$ cat config.mk
export PLATFORM = sky130hd
export DESIGN_NAME = rde_div
export DESIGN_NICKNAME = d
export VERILOG_FILES = /design/src/rtl/rde_pkg.sv /design/src/rtl/rde_div.sv
export SDC_FILE = /design/constraint.sdc
export NUM_CORES = 1
export LEC_CHECK = 0
export ABC_AREA = 1
export BUFFER_PORTS_ARGS = -buffer_cell sky130_fd_sc_hd__buf_4
export CAP_MARGIN = 20
export CORE_MARGIN = 5
export CORE_UTILIZATION = 48
export CTS_CLUSTER_SIZE = 40
export DETAILED_ROUTE_END_ITERATION = 10
export GPL_TIMING_DRIVEN = 0
export PLACE_DENSITY = 0.78
export SETUP_SLACK_MARGIN = 0.2
export SYNTH_ARGS = -nofsm -noshare
export SYNTH_HDL_FRONTEND = slang
export SYNTH_SLANG_ARGS = --single-unit
$ cat constraint.sdc
create_clock -name clk -period 1.9 [get_ports clk]
set_input_delay 0.19 -clock clk [delete_from_list [all_inputs] [get_ports clk]]
set_output_delay 0.19 -clock clk [all_outputs]
set_load 0.02 [all_outputs]
$ cat src/rtl/rde_pkg.sv
// Shared widths and sizes for the radix digit emitter.
package rde_pkg;

    // Field widths of the channels and the radix register
    localparam int VALUE_FIELD_W = 32;
    localparam int DIGIT_W       = 8;

    // Conversion width and digit stack size
    localparam int VALUE_W       = 32;
    localparam int STACK_DEPTH   = 32;

    localparam int STACK_ADDR_W  = $clog2(STACK_DEPTH);
    localparam int STACK_CNT_W   = $clog2(STACK_DEPTH + 1);
    localparam int DIV_CNT_W     = $clog2(VALUE_W);

    // Smallest usable radix; register values below it are raised to it
    localparam logic [DIGIT_W-1:0] RADIX_MIN   = DIGIT_W'(2);
    localparam logic [DIGIT_W-1:0] RADIX_RESET = DIGIT_W'(2);

endpackage

$ cat src/rtl/rde_div.sv
// Restoring divider: one quotient bit per cycle, narrow divisor.
module rde_div
    import rde_pkg::*;
(
    input  logic               clk,
    input  logic               rst_n,
    input  logic               start,
    input  logic [VALUE_W-1:0] dividend,
    input  logic [DIGIT_W-1:0] divisor,
    output logic               done,
    output logic [VALUE_W-1:0] quotient,
    output logic [DIGIT_W-1:0] remainder
);

    logic                 busy_reg,  busy_next;
    logic                 done_reg,  done_next;
    logic [DIV_CNT_W-1:0] cnt_reg,   cnt_next;
    logic [VALUE_W-1:0]   dd_reg,    dd_next;
    logic [DIGIT_W-1:0]   rem_reg,   rem_next;
    logic [DIGIT_W-1:0]   dvs_reg,   dvs_next;

    logic [DIGIT_W:0]     shifted;
    logic [DIGIT_W:0]     diff;
    logic                 ge;

    // one trial subtract per cycle
    assign shifted = {rem_reg, dd_reg[VALUE_W-1]};
    assign diff    = shifted - {1'b0, dvs_reg};
    assign ge      = shifted >= {1'b0, dvs_reg};

    always_comb
    begin
        busy_next = busy_reg;
        done_next = 1'b0;
        cnt_next  = cnt_reg;
        dd_next   = dd_reg;
        rem_next  = rem_reg;
        dvs_next  = dvs_reg;
        if (start)
        begin
            busy_next = 1'b1;
            cnt_next  = '0;
            dd_next   = dividend;
            rem_next  = '0;
            dvs_next  = divisor;
        end
        else if (busy_reg)
        begin
            // remainder stays below the divisor, so it fits the digit width
            rem_next = ge ? diff[DIGIT_W-1:0] : shifted[DIGIT_W-1:0];
            dd_next  = {dd_reg[VALUE_W-2:0], ge};
            cnt_next = cnt_reg + DIV_CNT_W'(1);
            if (cnt_reg == DIV_CNT_W'(VALUE_W - 1))
            begin
                busy_next = 1'b0;
                done_next = 1'b1;
            end
        end
    end

    // control state
    always_ff @(posedge clk or negedge rst_n)
    begin
        if (!rst_n)
        begin
            busy_reg <= 1'b0;
            done_reg <= 1'b0;
            cnt_reg  <= '0;
        end
        else
        begin
            busy_reg <= busy_next;
            done_reg <= done_next;
            cnt_reg  <= cnt_next;
        end
    end

    // datapath
    always_ff @(posedge clk)
    begin
        dd_reg  <= dd_next;
        rem_reg <= rem_next;
        dvs_reg <= dvs_next;
    end

    assign done      = done_reg;
    assign quotient  = dd_reg;
    assign remainder = rem_reg;

endmodule
# After elaboration in Yosys (flattened, before gate mapping)

Cells that the tools add are included.

$add $sub $neg: 2
Equal/unequal tests: 1
Multiplexer cells: 11
Magnitude comparators: 1
Reductions and logical operators: 1

Operator list:

| cell                                        | count |
|---|---|
| two-way mux 32 bit                          | 2 |
| two-way mux 5 bit                           | 2 |
| greater-or-equal comparator 9 x 8 -> 1 bit  | 1 |
| two-way mux 8 bit                           | 1 |
| subtractor 8 bit                            | 1 |
| two-way mux 1 bit                           | 6 |
| adder 5 x 1 -> 5 bit, second input constant | 1 |
| == test 5 bit, second input constant        | 1 |
| nonzero test 2 bit                          | 1 |

Input bits: 43
Register bits: 55

# Longest topological paths before layout

Word-level depth: 4
Depth in mapped cells: 13
Depth with buffers taken out: 13

# Least setup slack after synthesis

Ideal clock, no wire load.

Kind: register to register
Start: reg dd_reg[31] (netlist: quotient[31])
End: reg rem_reg[6] (netlist: remainder[6])
Data arrival time: 1.617 ns
Path slack: 0.170 ns
Period minus slack after synthesis: 1.730 ns
Stages on the path, launching flop included: 12
Buffers on the path: 0
Library setup time: 0.113 ns
Required time: 1.787 ns
Path through: edfxtp_1 > inv_1 > ha_1 > fa_1 > inv_1 > nand4_1 > nand3_1 > nand2_1 > nand2_1 > nand2_1 > nand3_1 > nand2_1

Word-level cells in the longest chain between the ends: 2
Elaborated cells on any way between the ends: 3
Those cells by class: 1 x add/sub; 1 x order compare; 1 x mux

RTL lines:

| what                                                                                  | RTL line                     | text |
|---|---|---|
| from (decl)                                                                           | rde_div.sv:18                | `logic [VALUE_W-1:0] dd_reg, dd_next;` |
| from (signal assigned)                                                                | rde_div.sv:81                | `dd_reg <= dd_next;` |
| subtractor 8 bit / greater-or-equal comparator 9 x 8 -> 1 bit (equally long branches) | rde_div.sv:28, rde_div.sv:29 |  |
| two-way mux 8 bit *                                                                   | rde_div.sv:50                | `rem_next = ge ? diff[DIGIT_W-1:0] : shifted[DIGIT_W-1:0];` |
| to (signal assigned)                                                                  | rde_div.sv:82                | `rem_reg <= rem_next;` |
| to (decl)                                                                             | rde_div.sv:19                | `logic [DIGIT_W-1:0] rem_reg, rem_next;` |

Every way passes the cells marked *; elsewhere a longest branch is shown, timed or not.
A chain may end at the register's enable or synchronous reset.

# Final worst setup path

Start: reg dvs_reg[0]
End: reg rem_reg[6] (netlist: remainder[6])

Word-level cells in the longest chain between the ends: 2
Elaborated cells on any way between the ends: 3
Those cells by class: 1 x add/sub; 1 x order compare; 1 x mux

RTL lines:

| what                                                                                  | RTL line                     | text |
|---|---|---|
| from (decl)                                                                           | rde_div.sv:20                | `logic [DIGIT_W-1:0] dvs_reg, dvs_next;` |
| from (signal assigned)                                                                | rde_div.sv:83                | `dvs_reg <= dvs_next;` |
| subtractor 8 bit / greater-or-equal comparator 9 x 8 -> 1 bit (equally long branches) | rde_div.sv:28, rde_div.sv:29 |  |
| two-way mux 8 bit *                                                                   | rde_div.sv:50                |  |

Marked as above.

==> results_dict.tcl <==
set metrics [dict create \
    outcome "complete, no violations" \
    holdPathStages 1 \
    cp_max_fo 2 \
    dieArea_um2 7370 \
    synth_nets 367 \
    max_freq_mhz 573 \
    antenna_left 0 \
    power_density_nw_per_um2 1050 \
    overflow 0 \
    grt_usage_pct 18.4 \
    clk_latency_ns 0.31 \
    final_max_slew_viol_count 0 \
    hpwl_um 4860 \
    start_kind "flop" \
    antenna_found_initial 0 \
    yosysWarnings 0 \
    cts_tree "done" \
    synth_commonest_cells "147 x nand2_1, 40 x edfxtp_1, 32 x inv_1" \
    yosysTopAreaCell "edfxtp_1" \
    fin_area_um2 3810 \
    grt_pass1_wl_um 11000 \
    ir_drop_v 0.000542 \
    start_util_pct 49.8 \
    coreArea_um2 5540 \
    tightest_slew_ns 0.536 \
    io_pins 84 \
    die_w_um 85.8 \
    route.detailed.drc 0 \
    yosys.area.top_type_share_pct 43.5 \
    layout.nets 468 \
    cts_root_buffer "clkbuf_8" \
    synth-seq-cells 55 \
    synth.avg_cell_area_um2 8.82 \
    r2r_cells 10 \
    wl_um 7210 \
    synthArstFlopShare_pct 12.7 \
    hold_viol_final 0 \
    fp-row-count 27 \
    end_kind "flop" \
    rsz0062_at_grt "true" \
    total_power_mw 4.00 \
    vias_per_cell 5.04 \
    cts_buffers 5 \
    dr_total_vias 2455 \
    finClkSkew_ns 0.0103 \
    cap_violations 0 \
    worst_slack_ns 0.156 \
    areaGrowthSynthToFinish_pct 38.2 \
    setup_viol 0 \
    post-route-period-util_pct 91.8 \
    synth_area_um2 2760 \
    portBuffers 83 \
    synth_area_leaders "edfxtp_1 43%, nand2_1 20%, dfrtp_1 6.3%" \
    clockBufferDepth 2 \
    path_clk_slew_ns 0.11 \
    drt_pass1_iterations 4 \
    crit_arrival_ns 1.96 \
    wl_per_cell_um 14.8 \
    synth_edf_count 40 \
    place_congestion 0.852 \
    fin_tns_setup_ns 0 \
    grt_pass1_vias 2401 \
    clkSinkCount 55 \
    yosysUniqueCellTypes 32 \
    antennaDiodeCount 0 \
    critPathRequiredTime_ns 2.11 \
    finalCriticalPeriod_ns 1.74 \
    place_area_um2 3500 \
    drtIter0Drc 143 \
    layout-drive-gt1-share_pct 32.3 \
    leakage_nw 1.88 \
    largest_reg_flops 32 \
    critPathKind "flop to flop" \
    die_h_um 85.8 \
    synth_most_common_cell "nand2_1" \
    slew_headroom_pct 64.3 \
    ys_seq_area_share_pct 55.6 \
    htree_levels 2 \
    post-place-ws_ns 0.0467 \
    synthCells 313 \
    hold_class "input pin to flop" \
    grt_max_degree 26 \
    yosys_most_used_dff "edfxtp_1" \
]
-- cells by family (layout without fill, tap and decap cells) --
group                      Yosys count  after routing  share of synthesized area [%]
xor gates and xnor gates             3              3                          0.952
adders and majority gates           11             11                           5.26
DFF                                 55             55                           55.6
buffers and inverters               41            142                           5.89
AOI/OAI and AO/OA                   10             10                           2.13
and+or+nand+nor                    193            194                           30.1
-- cell usage in the layout, fill, tap and decap left out, types with 2 or more instances in the layout --
cell,count
a31oi_1,2
clkbuf_8,5
dfrtp_1,7
a21oi_1,2
ha_1,2
ha_4,8
nand3_2,4
nand3_1,14
a21oi_2,2
xor2_1,2
nand3b_1,6
inv_1,28
o21ai_0,2
inv_2,4
nand2_2,7
nor3_1,5
nand4_1,3
nand2_1,141
edfxtp_1,40
buf_1,2
buf_4,91
nor2_1,7
dfxtp_1,7
clkbuf_1,4
-- where the power goes --
part | internal, mW | leakage, nW | switching (mW)
Sequential | 1.46 | 0.586 | 0.147
Combinational | 0.770 | 1.25 | 0.951
Clock | 0.265 | 0.0485 | 0.407
-- worst max-delay path, cell delays in order, from the launching register on --
cell and delay, ns:
edfxtp_1 0.44, ha_4 0.20, fa_2 0.38, inv_2 0.09, nand4_1 0.12, nand3_1 0.11, nand2_1 0.06, nand2_1 0.08
nand2_2 0.07, nand3_2 0.06, nand2_1 0.05
-- metrics by stage --
step                      hold WS [ns]  cells  utilization [%]
after floorplan                 -0.106    313                -
after global placement         0.00952    468             62.8
after detailed placement        0.0101    469             63.3
after CTS                       0.0382    481             65.9
after global routing            0.0332    487             68.9
final                           0.0473    487             68.9
-- path summary, 6_finish.rpt --
path / start / endpoint / slack (ns)
min in group asynchronous: rst_n / done$_DFF_PN0_ / 0.24
min: divisor[0] / dvs_reg[0]$_DFFE_PP_ / 0.05
min reg2reg: remainder[7]$_SDFFE_PP0P_ / remainder[7]$_SDFFE_PP0P_ / 0.50
max in group asynchronous: rst_n / cnt_reg[0]$_DFFE_PN0P_ / 1.54
max: dvs_reg[0]$_DFFE_PP_ / remainder[6]$_SDFFE_PP0P_ / 0.16
max reg2reg: dvs_reg[0]$_DFFE_PP_ / remainder[6]$_SDFFE_PP0P_ / 0.16
-- final cells by class --
| cell class | instances | area (um2) |
|---|---|---|
| fill | 455 | 1730 |
| sequential | 55 | 1540 |
| multi-input combinational | 218 | 1210 |
| timing repair buffer | 93 | 721 |
| inverter | 33 | 124 |
| tap | 72 | 90.1 |
| clock buffer | 5 | 68.8 |
| buffer | 8 | 38.8 |
| clock inverter | 3 | 22.5 |
-- timing repair --
action                                  4_1_cts  5_1_grt
cloned                                        1        1
setup buffers                                 2        5
pin swaps                                     2       14
resized for setup                             4       24
hold buffers                                  1        0
endpoints found under the hold margin         7        0
endpoints found under the setup margin       33        9
-- layer usage --
metal  GRT usage (%)  vias up  part of all wire (%)
met5               0        -                     0
met4            3.17        0                   1.5
met3            5.96       12                   7.2
met2            32.0       83                    52
met1            22.7     1151                    39
li1                -     1209                     -
No activity file was read; power rests on OpenSTA's default activity.
