--- src/rtl/rde_ram.sv ---
// Generic single write port RAM with registered read.
module rde_ram #(
    parameter int WIDTH = 8,
    parameter int DEPTH = 32
) (
    input  logic                     clk,
    input  logic                     we,
    input  logic [$clog2(DEPTH)-1:0] waddr,
    input  logic [WIDTH-1:0]         wdata,
    input  logic [$clog2(DEPTH)-1:0] raddr,
    output logic [WIDTH-1:0]         rdata
);

    logic [WIDTH-1:0] mem [DEPTH];
    logic [WIDTH-1:0] rdata_reg;

    // write and registered read
    always_ff @(posedge clk)
    begin
        if (we)
        begin
            mem[waddr] <= wdata;
        end
        rdata_reg <= mem[raddr];
    end

    assign rdata = rdata_reg;

endmodule

--- config.mk ---
export PLATFORM = sky130hd
export DESIGN_NAME = rde_ram
export DESIGN_NICKNAME = d
export VERILOG_FILES = /design/src/rtl/rde_ram.sv
export SDC_FILE = /design/constraint.sdc
export NUM_CORES = 1
export LEC_CHECK = 0
export BUFFER_PORTS_ARGS = -buffer_cell sky130_fd_sc_hd__clkbuf_2
export CAP_MARGIN = 20
export CORE_UTILIZATION = 40
export DETAILED_ROUTE_END_ITERATION = 16
export GPL_TIMING_DRIVEN = 0
export PLACE_DENSITY_LB_ADDON = 0.05
export SLEW_MARGIN = 20
export SYNTH_ARGS = -nofsm -noshare
export SYNTH_HDL_FRONTEND = slang
export SYNTH_SLANG_ARGS = --single-unit
--- constraint.sdc ---
create_clock -name clk -period 1.9 [get_ports clk]
set_input_delay 0.095 -clock clk [delete_from_list [all_inputs] [get_ports clk]]
set_output_delay 0.095 -clock clk [all_outputs]
set_load 0.03 [all_outputs]
Word-level counts from Yosys, hierarchy flattened
Memory sizes are Yosys's and may differ from the RTL's. A register that Yosys moved wholly into a read port is not among the register bits.
Cells that the tools add are included.
{ "word_totals": {"register_bits": 0, "ramBits": 256, "inputBits": 20, "output_inout_bits": 8, "word_cells": 3, "memories": 1} }
{ "memory_table": {"columns": ["name", "depth", "word_bits", "read_ports", "rd_clocked_by_memory_dff", "wr", "line_no", "source"], "rows": [
  ["mem", 32, 8, 1, 1, 1, "14", "logic [WIDTH-1:0] mem [DEPTH];"]
]} }
{ "op_classes": {"n_mux": 2} }
{ "op_table": {"columns": ["operator", "n"], "rows": [
  ["2-to-1 mux 1 bit", 2]
]} }

Longest topological paths before layout
Gate-level depths: netlist of the first run.
{ "depth": {"word_depth": 2, "ltp_mapped": 5, "depth_no_buf": 3} }

Least setup slack after synthesis of the first run
OpenSTA, ideal clock, no wires.
{ "synth_timing": {"path_kind": "input-to-reg", "startpoint": "in raddr[2]", "endpoint": "reg rdata_reg[0] (netlist: rdata[0]), read port of mem", "setup_ns": 0.121, "arrival_time_ns": 1.777, "required_time_ns": 1.779, "slack_ns": 0.003, "path_stages": 5, "path_buffers": 2, "path_cell_list": "clkbuf_1 -> clkbuf_1 -> mux4_2 -> mux4_2 -> mux2_2"} }
{ "synth_lines": {"columns": ["element", "line_no", "source"], "rows": [
  ["start, declared", "10", "input logic [$clog2(DEPTH)-1:0] raddr,"],
  ["end, declared", "15", "logic [WIDTH-1:0] rdata_reg;"]
]} }

==> flow_summary_export.csv, run 1 <==
group,metric,value,unit
status,status,"completed",
sta,fin_skew,0.00874,ns
clock_tree,clock_latency,0.53,ns
drt,wl,21.5,mm
sta,fin_hold_ws,0.0946,ns
clock_tree,cts_sinks,264,
placement,place_hpwl,13.9,mm
logic_synthesis,yosysWarnings,0,
drt,drt-vias-per-instance,5.32,
layout,layout-drive-gt1-share,33.1,%
die,core.rowCount,57,
die,fp.dieH,161,um
global_route,top_usage_layer,"met1",
critical_path,cp_data_required_time,2.31,ns
clock_tree,cts-root-buf,"clkbuf_16",
logic_synthesis,ys_seq_area_share,78.1,%
critical_path,path_class,"reg -> reg",
sta,setup_viol,0,
sta,fin_crit_sh,97.0,%
min_path,hold_depth,2,
global_route,antenna_found_initial,0,
global_route,grt_use_met3,2.35,%
min_path,worstHoldStart,"raddr[3]",
layout,mostFrequentLayoutCell,"edfxtp_1",
die,die_w,161,um
global_route,gr-usage-met1,27.1,%
global_route,grt_pass1_wl,31.7,mm
clock_tree,clkTransAtPathRegs,0.06,ns
clock_tree,cts_buffers,28,
sta,maxSlewHeadroom,35.8,%
critical_path,cpMostUsedCell,"mux4_2",
power,power_leakage,0.00355,uW
layout,area_growth,13.9,%
layout,antenna_cells,0,
sta,timing.fmax,543,MHz
flow_run,cap_violations,0,
layout,num-fill-cells,2046,
logic_synthesis,yosysUniqueCellTypes,15,
layout,final_nets,489,
critical_path,critical_path.top_delay_family,"multiplexers",
power,peakVddDrop,0.650,mV
layout,mostFrequentLayoutCells,"edfxtp_1 (256), mux4_2 (80), nor2_1 (33)",
global_route,grt_overflow_total,0,
logic_synthesis,syn_inst,417,
clock_tree,post_cts_buffers,0,
die,initial_core_util,41.1,%
sta,rsz0062_at_grt,"no",
drt,ant_nets,0,
critical_path,path_cells,"mux4_2 > mux4_2 > mux2_4",
clock_tree,cts_tree,"yes",
power,power,12300,uW
critical_path,critPathMaxStageDelay,0.55,ns
global_route,grt_max_degree,33,
drt,drtIter0Drc,394,
logic_synthesis,syn_area_per_cell,24.1,um^2
placement,portBuffers,22,
logic_synthesis,netlist_area,0.0101,mm^2
sta,setup_tns,0,ns
layout,largest_reg_flops,256,
critical_path,reg2reg_to,"rdata[1]",
critical_path,startpoint,"mem[31][1]",
min_path,hp-class,"in -> reg",
sta,hold_viol,0,
critical_path,path_buf_inv,0,
die,io_pins,28,
drt,avgRoutedWirePerCell,26.4,um
global_route,grtUsageMet2,26.2,%
critical_path,rr_worst_depth,3,
critical_path,worst-r2r-setup-slack,0.06,ns
drt,drt_first_pass_iters,5,
critical_path,crit_arrival,2.25,ns
critical_path,crit_path_end_kind,"register",
logic_synthesis,synthesis.nets,437,
min_path,worst_hold_path.endpoint,"rdata[1]",
sta,tightest_slew,0.963,ns
clock_tree,clock_path_buffers,3,
placement,gp_congestion,0.710,
sta,layout_min_cycle_time,1.84,ns
global_route,grt_pass1_vias,4638,
clock_tree,cts_max_level,1,
critical_path,crit_path_max_fanout,1,
critical_path,slowest_stage,"mux4_2",
drt,drcViolationCount,0,
power,power_density,1070,mW/mm^2
die,die_area,0.0258,mm^2
layout,finalNonFillerCells,813,
sta,final_max_slew_viol_count,0,
critical_path,startpoint_type,"register",
placement,dp_cells,763,
logic_synthesis,ys_ff_latch,264,
die,core,0.0245,mm^2
drt,vias,4328,
global_route,grtUsageTotal,17.5,%
clock_tree,hold_buffers,0,
critical_path,worstReg2RegStart,"mem[31][1]",
[synth_stat cells]
library cell	count	area share, %
mux4_2	80	18
nor2_1	33	1.2
buf_4	6	0.45
dfxtp_1	8	1.6
or3_1	1	0.062
buf_2	1	0.050
or3b_2	3	0.26
nand3_1	2	0.10
nand2_1	1	0.037
buf_6	1	0.11
clkbuf_1	6	0.22
mux2_2	8	0.90
edfxtp_1	256	76
nand3b_1	5	0.37
buf_1	6	0.22
[worst max path at each step]
stage / to / slack (ns) / cells after the start
floorplan: rdata[0] / 0.003 / 5
global placement: rdata[3] / -0.77 / 5
detailed placement: rdata[1] / -0.79 / 5
CTS: rdata[1] / 0.01 / 3
global route: rdata[1] / 0.004 / 3
finish: rdata[1] / 0.06 / 3
[metrics by stage]
step                      instance area, um^2  util (%)  setup WS [ns]
after floorplan                         10100         -        0.00262
after global placement                  10600      43.2         -0.766
after detailed placement                10600      43.2         -0.792
after CTS                               11400      46.8         0.0117
after global routing                    11400      46.8        0.00443
final                                   11400      46.8         0.0567
[where the power goes]
group,switching [uW],internal [uW]
registers,18.6,6480
logic,405,266
clock network,2100,3030
total,2520,9780
[kinds of logic (layout without fill, tap and decap cells)]
| kind of cell | count (synthesis) | in the layout | share of synthesized area [%] |
|---|---|---|---|
| and+or+nand+nor | 45 | 45 | 2.07 |
| DFF | 264 | 264 | 78.1 |
| muxes | 88 | 88 | 18.8 |
| buffers and inverters | 20 | 92 | 1.06 |
[metal layers]
layer	vias up	wire length, um
met3	22	987
met4	0	284
met1	2322	10300
met2	102	9900
met5	-	0
li1	1882	-
[worst register-to-register path: cells and delay by family, from the launching register on]
family / cells / cell delay [ns]
multiplexers: 3 / 1.34
flip-flops: 1 / 0.38
[what timing repair did]
action / 4_1_cts / 5_1_grt
pin swaps: 0 / 0
gates resized for setup: 6 / 2
setup endpoints to repair: 8 / 2
[cell type report]
cell class | count | area, um^2 | area share (%)
plain buffers | 20 | 114 | 0.995
clock inverters | 15 | 119 | 1.04
flip-flops and latches | 264 | 7850 | 68.6
clock buffers | 35 | 748 | 6.54
repair buffers | 22 | 110 | 0.962
well taps | 324 | 405 | 3.54
multi-input cells | 133 | 2100 | 18.4
No activity file was read; power rests on OpenSTA's default activity.
==> run 2: changes to the inputs <==
GPL_TIMING_DRIVEN = default   (was 0)
==> flow_summary_export.csv, run 2 (synthesis gave the netlist of run 1 again) <==
group,metric,value,unit
status,status,"completed",
die,fp.dieH,161,um
global_route,grt_pass1_vias,4724,
critical_path,worstReg2RegStart,"mem[31][1]",
die,io_pins,28,
drt,vias,4544,
sta,timing.fmax,546,MHz
layout,mostFrequentLayoutCell,"edfxtp_1",
critical_path,crit_path_end_kind,"register",
clock_tree,cts_sinks,264,
die,core,0.0245,mm^2
critical_path,worst-r2r-setup-slack,0.07,ns
clock_tree,cts_buffers,28,
critical_path,critical_path.top_delay_family,"multiplexers",
global_route,grt_overflow_total,0,
sta,setup_viol,0,
critical_path,cpMostUsedCell,"mux4_2",
global_route,antenna_found_initial,0,
sta,tightest_slew,0.766,ns
global_route,grt_max_degree,33,
clock_tree,clock_path_buffers,3,
layout,layout-drive-gt1-share,39.4,%
clock_tree,clock_latency,0.53,ns
sta,final_max_slew_viol_count,0,
drt,drt-vias-per-instance,5.38,
layout,utilization,48.5,%
flow_run,cap_violations,0,
power,power_density,1080,mW/mm^2
drt,wl,22.4,mm
critical_path,critPathMaxStageDelay,0.53,ns
power,power_leakage,0.00381,uW
critical_path,startpoint_type,"register",
die,die_w,161,um
clock_tree,post_cts_buffers,0,
layout,final_nets,518,
drt,drt_first_pass_iters,4,
sta,layout_min_cycle_time,1.83,ns
global_route,grt_pass1_wl,32.9,mm
critical_path,path_cells,"mux4_2 > mux4_2 > mux2_2",
placement,portBuffers,27,
critical_path,crit_arrival,2.24,ns
clock_tree,hold_buffers,0,
sta,rsz0062_at_grt,"no",
clock_tree,cts_resized,0,
layout,antenna_cells,0,
min_path,hp-class,"in -> reg",
layout,largest_reg_flops,256,
drt,avgRoutedWirePerCell,26.5,um
power,peakVddDrop,0.644,mV
min_path,hold_depth,2,
placement,place_hpwl,14.0,mm
drt,drcViolationCount,0,
clock_tree,cts_max_level,1,
critical_path,rr_worst_depth,3,
sta,maxSlewHeadroom,48.9,%
sta,hold_viol,0,
critical_path,reg2reg_to,"rdata[1]",
die,core.rowCount,57,
critical_path,cp_data_required_time,2.31,ns
drt,drtIter0Drc,315,
min_path,worstHoldStart,"raddr[3]",
min_path,worst_hold_path.endpoint,"rdata[5]",
sta,finalWorstSetupSlack,0.0701,ns
layout,mostFrequentLayoutCells,"edfxtp_1 (256), mux4_2 (80), buf_4 (39)",
die,die_area,0.0258,mm^2
sta,fin_crit_sh,96.3,%
critical_path,crit_path_max_fanout,1,
critical_path,path_class,"reg -> reg",
placement,gp_congestion,0.709,
layout,area_growth,18.0,%
global_route,grtUsageTotal,18.1,%
sta,fin_hold_ws,0.144,ns
die,initial_core_util,41.1,%
sta,fin_skew,0.00613,ns
critical_path,path_buf_inv,0,
clock_tree,cts_tree,"yes",
placement,dp_slack,-0.183,ns
drt,ant_nets,0,
clock_tree,clkTransAtPathRegs,0.06,ns
clock_tree,cts-root-buf,"clkbuf_16",
critical_path,slowest_stage,"mux4_2",
-- run 2: cell count changes in the layout (fill, tap and decap cells not counted), sizes merged --
| cell | delta |
|---|---|
| buf | +31 |
| bufinv | +3 |
| clkbuf | -2 |
| clkinvlp | -1 |
-- run 2: how the worst max path moves through the flow --
stage,endpoint,start,slack (ns),cells past startpoint
floorplan,rdata[0],raddr[2],0.003,5
global route,rdata[1],mem[31][1],0.02,3
CTS,rdata[1],mem[31][1],0.04,3
finish,rdata[1],mem[31][1],0.07,3
global placement,rdata[3],raddr[0],-0.19,5
detailed placement,rdata[3],raddr[0],-0.18,5
-- run 2: final cells by class --
cell class | instances | area, um^2
fill | 2017 | 12600
clock buffer | 35 | 758
tap | 324 | 405
clock inverter | 17 | 208
timing repair buffer | 71 | 543
multi-input combinational | 133 | 2100
sequential | 264 | 7850
-- run 2: report_power, final --
group | total (uW) | internal, uW | switching, uW
registers | 6510 | 6480 | 33.1
logic | 687 | 290 | 397
clock network | 5640 | 3490 | 2150
-- run 2: stage by stage --
step           instances  TNS [ns]  total power [uW]  instance area (um^2)
2_1_floorplan        417         0              7010                 10100
6_report             844         0             12800                 11900
4_1_cts              844         0             13000                 11900
3_5_place_dp         792     -1.02              7350                 10900
5_1_grt              844         0             13200                 11900
3_3_place_gp         792     -1.05              7330                 10900
-- run 2: worst reg2reg max path, stage by stage, from the launching register on --
cell and delay [ns]:
edfxtp_1 0.36, mux4_2 0.53, mux4_2 0.53, mux2_2 0.29
-- run 2: routing by layer --
layer | GRT usage (%) | share of wire, % | vias to the layer above
li1 | - | - | 1948
met1 | 27.5 | 47 | 2469
met2 | 27.3 | 46 | 102
met3 | 3.43 | 4.5 | 25
met4 | 3.77 | 1.7 | 0
met5 | 0 | 0 | -
==> run 3: changes to the inputs <==
CORE_ASPECT_RATIO = 1.25   (was default)
==> flow_summary_export.csv, run 3 (synthesis gave the netlist of run 1 again) <==
group,metric,value,unit
power,p_clk_share,40.4,%
clock_tree,cts_max_level,1,
power,pwr-share-comb,5.8,%
critical_path,critPathMaxStageDelay,0.55,ns
layout,largest_reg_flops,256,
power,p_sw,2500,uW
layout,area_growth,17.2,%
critical_path,cpMostUsedCell,"mux4_2",
clock_tree,clkTransAtPathRegs,0.06,ns
critical_path,path_class,"reg -> reg",
global_route,antenna_found_initial,1,
die,die_w,144,um
sta,rsz0062_at_grt,"no",
layout,multiInputGateArea,0.00210,mm^2
die,initial_core_util,40.9,%
die,core,0.0246,mm^2
global_route,top_usage_layer,"met2",
die,die_area,0.0258,mm^2
layout,num-fill-cells,2031,
placement,detailed_place.area,0.0110,mm^2
critical_path,crit_path_max_fanout,1,
power,power,12100,uW
sta,layout_min_cycle_time,1.84,ns
drt,drt_first_pass_iters,5,
drt,drt-vias-per-instance,5.33,
status,status,"completed",
global_route,grt_overflow_total,0,
layout,utilization,47.9,%
clock_tree,cts_resized,0,
clock_tree,cts-root-buf,"clkbuf_16",
drt,vias,4541,
layout,finalNonFillerCells,852,
die,io_pins,28,
clock_tree,clock_latency,0.52,ns
power,power_frac_seq,53.8,%
global_route,grtUsageTotal,19.0,%
layout,mostFrequentLayoutCells,"edfxtp_1 (256), mux4_2 (80), buf_4 (43)",
clock_tree,clock_path_buffers,3,
min_path,hp-class,"in -> reg",
critical_path,cp_data_required_time,2.31,ns
power,peakVddDrop,0.635,mV
placement,portBuffers,27,
drt,drtIter0Drc,365,
layout,regArea,0.00785,mm^2
clock_tree,hold_buffers,0,
sta,timing.fmax,545,MHz
global_route,grtUsageMet2,30.0,%
drt,avgRoutedWirePerCell,26.8,um
critical_path,slowest_stage,"mux4_2",
flow_run,cap_violations,0,
clock_tree,cts_sinks,264,
layout,layout-drive-gt1-share,39.0,%
power,sw_frac_of_total,20.6,%
global_route,grt_pass1_wl,33.6,mm
sta,fin_crit_sh,96.6,%
sta,fin_hold_ws,0.0332,ns
critical_path,worst-r2r-setup-slack,0.06,ns
sta,tightest_slew,0.761,ns
drt,ant_nets,0,
clock_tree,cts_buffers,26,
placement,dp_cells,804,
global_route,gr-usage-met1,27.3,%
clock_tree,cts_tree,"yes",
sta,maxSlewHeadroom,49.3,%
critical_path,crit_path_end_kind,"register",
drt,wl,22.8,mm
global_route,grt_pass1_vias,4802,
layout,final_nets,522,
sta,setup_viol,0,
critical_path,startpoint_type,"register",
die,core.rowCount,64,
critical_path,crit_arrival,2.24,ns
power,power_density,1030,mW/mm^2
global_route,grt_max_degree,33,
power,power_leakage,0.00378,uW
layout,mostFrequentLayoutCell,"edfxtp_1",
critical_path,path_cells,"mux4_2 > mux4_2 > mux2_2",
placement,gp_congestion,0.739,
global_route,grt_use_met3,3.04,%
die,fp.dieH,179,um
power,internal_power,9620,uW
sta,final_max_slew_viol_count,0,
sta,fin_skew,0.00732,ns
layout,final_area,0.0118,mm^2
placement,place_hpwl,14.5,mm
sta,hold_viol,0,
clock_tree,post_cts_buffers,0,
drt,drcViolationCount,0,
==> run 3: cell types whose count changed in the layout (fill, tap and decap cells not counted) <==
cell	delta
buf_4	+4
buf_12	+2
clkbuf_2	+1
clkbuf_16	-2
clkinv_2	-1
clkbuf_1	-1
clkinv_1	+4
diode_2	+1
buf_2	-1
bufinv_16	-3
clkbuf_8	-1
clkinvlp_4	-1
==> run 3: routing by layer <==
layer | up-vias | wire length (um)
li1 | 1945 | -
met1 | 2458 | 10400
met2 | 103 | 10900
met3 | 35 | 946
met4 | 0 | 487
met5 | - | 0
==> run 3: worst paths after layout <==
check        startpoint  endpoint  cells after the start
max          mem[23][5]  rdata[5]                      3
min            raddr[3]  rdata[2]                      2
max reg2reg  mem[23][5]  rdata[5]                      3
min reg2reg  mem[21][1]  rdata[1]                      3
==> run 3: through the flow <==
step                      worst slack (ns)  setup TNS, ns
final                               0.0649              0
after global routing                0.0538              0
after CTS                           0.0657              0
after detailed placement            -0.203          -1.28
after global placement              -0.211          -1.30
after floorplan                    0.00262              0
==> run 3: power groups by stage <==
stage | Combinational [uW] | Clock (uW) | Sequential [uW]
detailed placement | 722 | 0 | 6640
global placement | 715 | 0 | 6630
finish | 705 | 4900 | 6510
global route | 756 | 5240 | 6520
CTS | 724 | 5030 | 6510
floorplan | 345 | 0 | 6660
==> run 3: worst max-delay path, delay by kind of cell, from the launching register on <==
family  cells  cell delay [ns]
flops       1             0.37
mux         3             1.35
==> run 3: layout make-up <==
class / count / area share (%)
sequential: 264 / 66.6
multi-input combinational: 133 / 17.8
clock buffer: 31 / 5.86
timing repair buffer: 77 / 5.20
tap: 330 / 3.50
clock inverter: 16 / 1.02
antenna: 1 / 0.0212
